File: src/rtl/ppa_pkg.sv
package ppa_pkg;

    // Depth of the interval ring; a power of two.
    localparam int SAMPLES = 4;
    localparam int RING_W  = $clog2(SAMPLES);

    localparam logic [1:0] OP_EDGE         = 2'd0;
    localparam logic [1:0] OP_LOAD_COUNT   = 2'd1;
    localparam logic [1:0] OP_LOAD_AVERAGE = 2'd2;
    localparam logic [1:0] OP_RESERVED     = 2'd3;

    typedef struct packed {
        logic [1:0]  opcode;
        logic [63:0] timestamp_ns;
        logic [63:0] load_value;
    } t_item;

    typedef struct packed {
        logic [31:0] pulse_total;
        logic [63:0] interval_average;
        logic        indicator;
    } t_result;

endpackage

File: src/rtl/ppa_core.sv
module ppa_core (
    input  logic             i_clk,
    input  logic             i_rst_n,
    input  logic             i_take,
    input  ppa_pkg::t_item   i_item,
    output ppa_pkg::t_result o_next
);
    import ppa_pkg::*;

    logic [63:0]       r_prev_time;
    logic [63:0]       n_prev_time;
    logic              r_seen_first;
    logic              n_seen_first;
    logic [63:0]       r_ring [SAMPLES];
    logic [63:0]       n_ring [SAMPLES];
    logic [RING_W-1:0] r_pos;
    logic [RING_W-1:0] n_pos;
    logic [63:0]       r_average;
    logic [63:0]       n_average;
    logic [31:0]       r_total;
    logic [31:0]       n_total;
    logic              r_indicator;
    logic              n_indicator;
    logic [63:0]       ring_sum;

    // Next state for the item at the input register. The ring sum is taken over
    // the ring as it stands after this edge's spacing has been written.
    always_comb begin
        n_prev_time  = r_prev_time;
        n_seen_first = r_seen_first;
        n_ring       = r_ring;
        n_pos        = r_pos;
        n_average    = r_average;
        n_total      = r_total;
        n_indicator  = r_indicator;
        ring_sum     = '0;

        case (i_item.opcode)
            OP_EDGE: begin
                n_indicator = ~r_indicator;
                n_total     = r_total + 32'd1;
                n_prev_time = i_item.timestamp_ns;
                if (!r_seen_first) begin
                    n_seen_first = 1'b1;
                end else begin
                    n_ring[r_pos] = i_item.timestamp_ns - r_prev_time;
                    n_pos         = r_pos + RING_W'(1);
                    for (int k = 0; k < SAMPLES; k++) begin
                        ring_sum = ring_sum + n_ring[k];
                    end
                    if (n_pos == '0) begin
                        n_average = ring_sum >> RING_W;
                    end
                end
            end
            OP_LOAD_COUNT: begin
                n_total = i_item.load_value[31:0];
            end
            OP_LOAD_AVERAGE: begin
                n_average = i_item.load_value;
            end
            default: begin
                // The reserved opcode leaves all state alone.
            end
        endcase
    end

    always_ff @(posedge i_clk) begin
        if (!i_rst_n) begin
            r_prev_time  <= '0;
            r_seen_first <= 1'b0;
            r_pos        <= '0;
            r_average    <= '0;
            r_total      <= '0;
            r_indicator  <= 1'b0;
            for (int k = 0; k < SAMPLES; k++) begin
                r_ring[k] <= '0;
            end
        end else if (i_take) begin
            r_prev_time  <= n_prev_time;
            r_seen_first <= n_seen_first;
            r_pos        <= n_pos;
            r_average    <= n_average;
            r_total      <= n_total;
            r_indicator  <= n_indicator;
            r_ring       <= n_ring;
        end
    end

    assign o_next.pulse_total      = n_total;
    assign o_next.interval_average = n_average;
    assign o_next.indicator        = n_indicator;

`ifndef SYNTHESIS
    a_edge_toggles: assert property (@(posedge i_clk) disable iff (!i_rst_n)
        i_take && i_item.opcode == OP_EDGE |=> r_indicator != $past(r_indicator))
        else $error("indicator did not toggle on a pulse edge");

    a_reserved_holds: assert property (@(posedge i_clk) disable iff (!i_rst_n)
        i_take && i_item.opcode == OP_RESERVED |=>
            $stable(r_total) && $stable(r_average) && $stable(r_pos))
        else $error("reserved opcode changed state");

    a_idle_holds: assert property (@(posedge i_clk) disable iff (!i_rst_n)
        !i_take |=> $stable(r_total) && $stable(r_average) && $stable(r_indicator))
        else $error("state changed without a transaction");

    a_pos_only_after_first: assert property (@(posedge i_clk) disable iff (!i_rst_n)
        !r_seen_first |-> r_pos == '0)
        else $error("ring position moved before the first edge");
`endif

endmodule

File: src/rtl/pulse_period_averager.sv
// Channel   Direction  Handshake                 Payload
// input     in         i_in_valid / o_in_stall   i_opcode, i_timestamp_ns, i_load_value
// result    out        o_out_valid / i_out_stall o_pulse_total, o_interval_average,
//                                                o_indicator
//
// Every transaction on the input channel yields exactly one result transaction,
// showing the counter state after that item. An item waits in the input register
// and moves on when the result register takes its result, so the block
// sustains one item per cycle while the result side does not stall.
// The rate is set by the single state update (edge spacing, four-entry ring sum
// and shift) that sits between the input register and the result register.
// Reset is synchronous and active low; it clears the counters, the ring and all
// valid flags. A stall on the result side holds the result register, then the
// input register, and finally raises o_in_stall.
module pulse_period_averager (
    input  logic        i_clk,
    input  logic        i_rst_n,

    input  logic        i_in_valid,
    output logic        o_in_stall,
    input  logic [1:0]  i_opcode,
    input  logic [63:0] i_timestamp_ns,
    input  logic [63:0] i_load_value,

    output logic        o_out_valid,
    input  logic        i_out_stall,
    output logic [31:0] o_pulse_total,
    output logic [63:0] o_interval_average,
    output logic        o_indicator
);
    import ppa_pkg::*;

    logic    r_in_valid;
    t_item   r_item;
    logic    r_out_valid;
    t_result r_result;
    t_result core_next;
    logic    out_load;
    logic    advance;
    logic    in_accept;

    // The result register can take a new value when it is empty or when its
    // current transaction completes in this cycle.
    assign out_load  = !r_out_valid || !i_out_stall;
    // The item in the input register moves on, and commits its state update,
    // exactly when the result register takes its result.
    assign advance   = r_in_valid && out_load;
    assign o_in_stall = r_in_valid && !out_load;
    assign in_accept = i_in_valid && !o_in_stall;

    always_ff @(posedge i_clk) begin
        if (!i_rst_n) begin
            r_in_valid <= 1'b0;
        end else begin
            r_in_valid <= in_accept || (r_in_valid && !advance);
        end
    end

    // Payload registers load on acceptance only and need no reset.
    always_ff @(posedge i_clk) begin
        if (in_accept) begin
            r_item.opcode       <= i_opcode;
            r_item.timestamp_ns <= i_timestamp_ns;
            r_item.load_value   <= i_load_value;
        end
    end

    ppa_core u_core (
        .i_clk   (i_clk),
        .i_rst_n (i_rst_n),
        .i_take  (advance),
        .i_item  (r_item),
        .o_next  (core_next)
    );

    always_ff @(posedge i_clk) begin
        if (!i_rst_n) begin
            r_out_valid <= 1'b0;
        end else if (out_load) begin
            r_out_valid <= advance;
        end
    end

    always_ff @(posedge i_clk) begin
        if (advance) begin
            r_result <= core_next;
        end
    end

    assign o_out_valid        = r_out_valid;
    assign o_pulse_total      = r_result.pulse_total;
    assign o_interval_average = r_result.interval_average;
    assign o_indicator        = r_result.indicator;

endmodule
File: config.mk
export PLATFORM = sky130hd
export DESIGN_NAME = pulse_period_averager
export DESIGN_NICKNAME = d
export VERILOG_FILES = /design/src/rtl/ppa_pkg.sv /design/src/rtl/ppa_core.sv /design/src/rtl/pulse_period_averager.sv
export SDC_FILE = /design/constraint.sdc
export NUM_CORES = 2
export LEC_CHECK = 0
export BUFFER_PORTS_ARGS = -buffer_cell sky130_fd_sc_hd__buf_2
export CAP_MARGIN = 0
export CORE_ASPECT_RATIO = 1.2
export CORE_MARGIN = 10
export CORE_UTILIZATION = 40
export CTS_BUF_LIST = sky130_fd_sc_hd__clkbuf_4 sky130_fd_sc_hd__clkbuf_8
export DETAILED_ROUTE_END_ITERATION = 8
export HOLD_SLACK_MARGIN = 0.15
export PLACE_DENSITY = 0.57
export SLEW_MARGIN = 20
export SYNTH_ARGS = -nofsm -noshare
export SYNTH_HDL_FRONTEND = slang
export SYNTH_SLANG_ARGS = --single-unit
File: constraint.sdc
create_clock -name i_clk -period 7.5 [get_ports i_clk]
set_input_delay 0.75 -clock i_clk [delete_from_list [all_inputs] [get_ports i_clk]]
set_output_delay 0.75 -clock i_clk [all_outputs]
set_load 0.01 [all_outputs]
* Word-level counts from Yosys, hierarchy flattened
Cells that the tools add are included.
Cells by class: bitwise logic cells 2, shift-type cells 0, equal/unequal tests 2, add/sub/neg operators 6, multiplexer cells 8, div/mod/pow operators 0, multipliers 0, reductions and logical operators 16, order comparisons 2
Operators by type and width (count):
- 256-bit bitwise mux | 1
- 64-bit adder | 3
- 64-bit two-way mux | 3
- 64-bit demux with 2-bit select | 1
- 64-bit one-hot mux with 2 select lines | 1
- 32-bit one-hot mux with 2 select lines | 1
- 64-bit subtractor | 1
- 32-bit by 1-bit adder with 32-bit output, second input constant | 1
- 1-bit logical AND | 5
- 1-bit logical NOT | 5
- 2-bit logical NOT | 2
- 3-bit greater-or-equal comparator, second input constant | 1
- 3-bit by 1-bit less-than comparator with 1-bit output, second input constant | 1
- 2-bit inverter with 3-bit output | 1
- 3-bit AND reduction | 1
- 2-bit by 1-bit adder with 2-bit output, second input constant | 1
- 2-bit by 1-bit == test with 1-bit output, second input constant | 1
- 2-bit == test, second input constant | 1
- 1-bit logical OR | 2
- 2-bit AND reduction | 1
- 1-bit two-way mux | 1
- 1-bit inverter | 1
Word-level totals: flip-flop bits (word level) 649, bits of input ports 134, bits in writable memories 0, latch bits 0, output and inout port bits 99, word-level logic and storage cells 54, bits in read-only memories 0, memories 0

* Logic depth before layout (Yosys ltp)
word-level depth 12, gate-level depth with buffers 33, gate-level depth less buffers 32

* Cells and area by module
A second synthesis with hierarchy kept.
Second synthesis, totals: cell total of the unflattened synthesis 4155, area, all modules 37689.9 µm²
Modules (own cells, without submodules):
- ppa_core | times used 1, area an instance 30789.5 µm², cells an instance 3920, seq. area each 8408.1 µm²
- pulse_period_averager | times used 1, area an instance 6900.4 µm², cells an instance 235, seq. area each 6856.6 µm²

* Worst setup path after synthesis
OpenSTA, ideal clock, no wires.
path kind input -> register, start input port i_out_stall, end register r_item[0] (netlist name) (enable), arrival time 6.706 ns, buffers on the path 0, library setup time 0.635 ns, path slack 0.159 ns, stages on the path 2, data required time 6.865 ns, path through and3_1 > nor2b_1
On the way: word-level cells in the longest chain between the ends 6
Ends and longest elaborated chain:
- start, declared | RTL line pulse_period_averager.sv:26 | input logic i_out_stall,
- 1-bit logical NOT | RTL line pulse_period_averager.sv:44 | assign out_load = !r_out_valid || !i_out_stall;
- 1-bit logical OR | RTL line pulse_period_averager.sv:44
- 1-bit logical NOT | RTL line pulse_period_averager.sv:48 | assign o_in_stall = r_in_valid && !out_load;
- 1-bit logical AND | RTL line pulse_period_averager.sv:48
- 1-bit logical NOT | RTL line pulse_period_averager.sv:49 | assign in_accept = i_in_valid && !o_in_stall;
- 1-bit logical AND | RTL line pulse_period_averager.sv:49
- net in_accept | RTL line pulse_period_averager.sv:40 | logic in_accept;
- end, declared | RTL line pulse_period_averager.sv:34 | t_item r_item;
The timed path passes the listed nets, and every way through them passes these cells. A chain may end at the register's enable or synchronous reset.

==> impl_results.md <==
- Status: finished clean
- Area Growth Syn to Fin: 17.5%
- Setup slack after placement: 0.0492 ns
- Worst R2R Setup Slack: 0.34 ns
- Arr. time, crit path: 7.63 ns
- PwrDens: 195 mW/mm2
- Tmin final: 7.16 ns
- Clock sink total: 649
- Htree depth: 3
- Site Rows: 122
- Max IR drop VDD: 0.130 mV
- Syn_nets: 4519
- Initial antenna violation count: 3
- Fraction of layout cells with a size suffix above 1: 17.2%
- DRC viols: 0
- Largest cells by area after synthesis: dfxtp_1, edfxtp_1, fa_1, a21oi_1, nand2_1
- Type of origin of the critical path: register
- Bufs on Longest Clock Path: 3
- # setup viols final: 0
- Critical Path End Type: register
- TritonCTS Buffers: ~110
- Setup Skew: 0.0283 ns
- Hold_sp: i_load_value[12]
- Fmax: 140 MHz
- Post-synth top flop: dfxtp_1
- Most frequent CP cell: a21o_1
- Per-cell routed wire length: 18.6 um
- Met1 wire length: between 50000 and 60000 um
- Hold Path Class: in2reg
- Layout Nets: 4844
- Slew Limit Headroom: 36.5%
- DRT antenna net count: 0
- Hold Vio Cnt, Final: 0
- First drt pass iteration count: 6
- Critical path peak fanout: 6
- Number of synthesized flops with an enable pin: 227
- Max Cap Viol: 0
- Peak per-stage delay on the critical path: 0.54 ns
- Most common cell after layout, fill and taps aside: nand2_1
- CTS tree: built
- Slew Viols, Final: 0
- LEAKAGE: between 15 and 20 nW
- Worst R2R Path Depth: 30
- Most frequent cells in the layout: nand2_1, a21oi_1, dfxtp_1
- IO Count: 233
- Remaining global-route overflow: 0
- Post-synth top area cell: dfxtp_1
- Distinct cells, synth: 80
- Pin count of the biggest net entering global routing: 150
- Crit path kind: reg2reg
- Met2 WL: 48300 um
- Buffers on Ports: around 230
- Clk root buf: clkbuf_8
- Post-synthesis cell area: 0.0373 mm2
- Die H: 354 um
- Yosys warnings: 0
- Sequential fraction of the synthesis area: around two fifths
- Top Layer Used: met5
- Final wirelength: 108000 um
- First-pass GRT wire length: 169000 um
- Die Area: 0.106 mm2
- Post-Place Cells: 5455
- Slew @ Worst Pin: 0.950 ns
- Post-Layout Cell Count: ~5800
- Fin crit share: 95.5%
- Critical path origin: r_item[75]
- Initial DRC Count: between 2000 and 2500
- Chip Width: 299 um
- Total number of vias: 30100
- WHS Endpoint: r_item[12]
- Async SR Flop Fraction: 0%
- RSZ-0062 raised after global routing: yes
- Met3 Wirelength: 5110 um
- Area share of the largest cell type after synthesis: 22.7%
- Synthesized flop and latch total: 649
- Average cell area after synthesis: 9.03 um2
- Slowest stage cell, crit path: fa_1
- Reg-to-reg startpoint: r_item[75]
- Fillcell total: slightly below 9000
- Required time of the critical path: 7.97 ns
- Vias per cell: 5.21
- Core Area: 0.0924 mm2
- Final GP Congestion: 0.838
- Initial core utilization: 40.4%
- Worst R2R End: o_interval_average[56]
- Clock-pin slew on the worst setup and hold paths: 0.06 ns
- Worst Hold Path Cells: 1
- Clk Latency, worst-skew pair: 0.76 ns
- Dpl hpwl: about 75000 um
- Vias in the first global route: 29200
- GRT Util Overall: 19.7%
- Worst setup margin: 0.339 ns
- Cells after Synth: 4128
kinds of logic (layout without fill, tap and decap cells):
| logic type | count (synthesis) | in the layout | synth area share [%] |
|---|---|---|---|
| adder cells (fa/ha/maj) | 257 | 257 | 11.2 |
| multiplexers | 276 | 276 | 7.94 |
| flip-flops | 649 | 649 | 40.9 |
| other | 0 | 3 | 0 |
| AND/OR/NAND/NOR | 1169 | 1169 | 13.4 |
| buffers and inverters | 595 | 1015 | 6.00 |
| AO/OA/AOI/OAI | 1066 | 1066 | 17.7 |
| XOR/XNOR | 116 | 116 | 2.76 |
repair_timing:
action,CTS,global route
gates resized for setup,0,61
endpoints found under the setup margin,0,61
setup buffers,0,8
hold buffers,117,0
endpoints found under the hold margin,117,0
synthesized netlist by cell type (28+ instances only):
cell,instances
ha_1,130
xor2_1,38
nor2b_1,28
xnor2_1,77
and3_1,32
nand2_1,620
dfxtp_1,422
o21ai_0,162
a31oi_1,40
nor3_1,39
mux2i_1,117
edfxtp_1,227
a21oi_1,472
a211oi_1,50
nor2_1,269
buf_1,36
fa_1,127
clkbuf_1,203
nand3_1,64
a21o_1,83
mux2_2,159
inv_1,350
state kept, by name, summed over array words and instances, names as in the netlist:
register	count
u_core.r_pos	2
u_core.r_indicator	1
o_interval_average	64
u_core.r_prev_time	64
r_item	130
r_in_valid	1
u_core.r_total	32
o_indicator	1
o_pulse_total	32
u_core.r_average	64
o_out_valid	1
u_core.r_ring	256
u_core.r_seen_first	1
worst max path at each step:
stage                              to  cells after the start
6_report       o_interval_average[56]                     30
5_1_grt        o_interval_average[56]                     32
4_1_cts        o_interval_average[56]                     29
3_5_place_dp   o_interval_average[56]                     29
3_3_place_gp   o_interval_average[57]                     28
2_1_floorplan               r_item[0]                      2
report_power, final:
part / switching (mW) / leakage [nW] / internal, mW
Combinational: 0.770 / 11.0 / 0.456
Sequential: 0.0584 / 5.61 / 3.76
Clock: 1.52 / 1.29 / 1.98
Total: 2.34 / 17.9 / 6.19
critical path: cells and delay by family (launching register included):
| family | cells | cell delay (ns) |
|---|---|---|
| XOR/XNOR | 2 | 0.31 |
| AO/OA/AOI/OAI | 18 | 3.61 |
| multiplexers | 1 | 0.30 |
| flip-flops | 1 | 0.40 |
| adder cells (fa/ha/maj) | 4 | 1.73 |
| buffers and inverters | 5 | 0.57 |
cell type report:
class                           count  area (um2)  area share [%]
Antenna cell                        3        7.51          0.0171
Clock inverter                     28         243           0.554
Tap cell                         1240        1550            3.54
Clock buffer                      180        2190            5.00
Timing Repair Buffer              452        3120            7.12
Sequential cell                   649       15300            34.8
Inverter                          355        1350            3.07
Multi-Input combinational cell   2884       20100            45.9
routing by layer:
layer	track usage (%)	up-vias
li1	-	15000
met1	27.8	14300
met2	31.2	717
met3	2.62	131
met4	5.44	2
met5	0	-
per-stage QoR:
| step | total power, mW | instance area, um2 | TNS, ns | utilization [%] | hold slack (ns) |
|---|---|---|---|---|---|
| after floorplan | 4.63 | 37300 | 0 | - | 0.429 |
| after global placement | 5.03 | 39900 | 0 | 43.2 | 0.439 |
| after detailed placement | 5.03 | 39900 | 0 | 43.2 | 0.444 |
| after CTS | 8.61 | 43500 | 0 | 47.1 | 0.152 |
| after global routing | 8.93 | 43800 | -0.0485 | 47.4 | 0.179 |
| final | 8.54 | 43800 | 0 | 47.4 | 0.211 |
(Power assumes the default switching activity.)
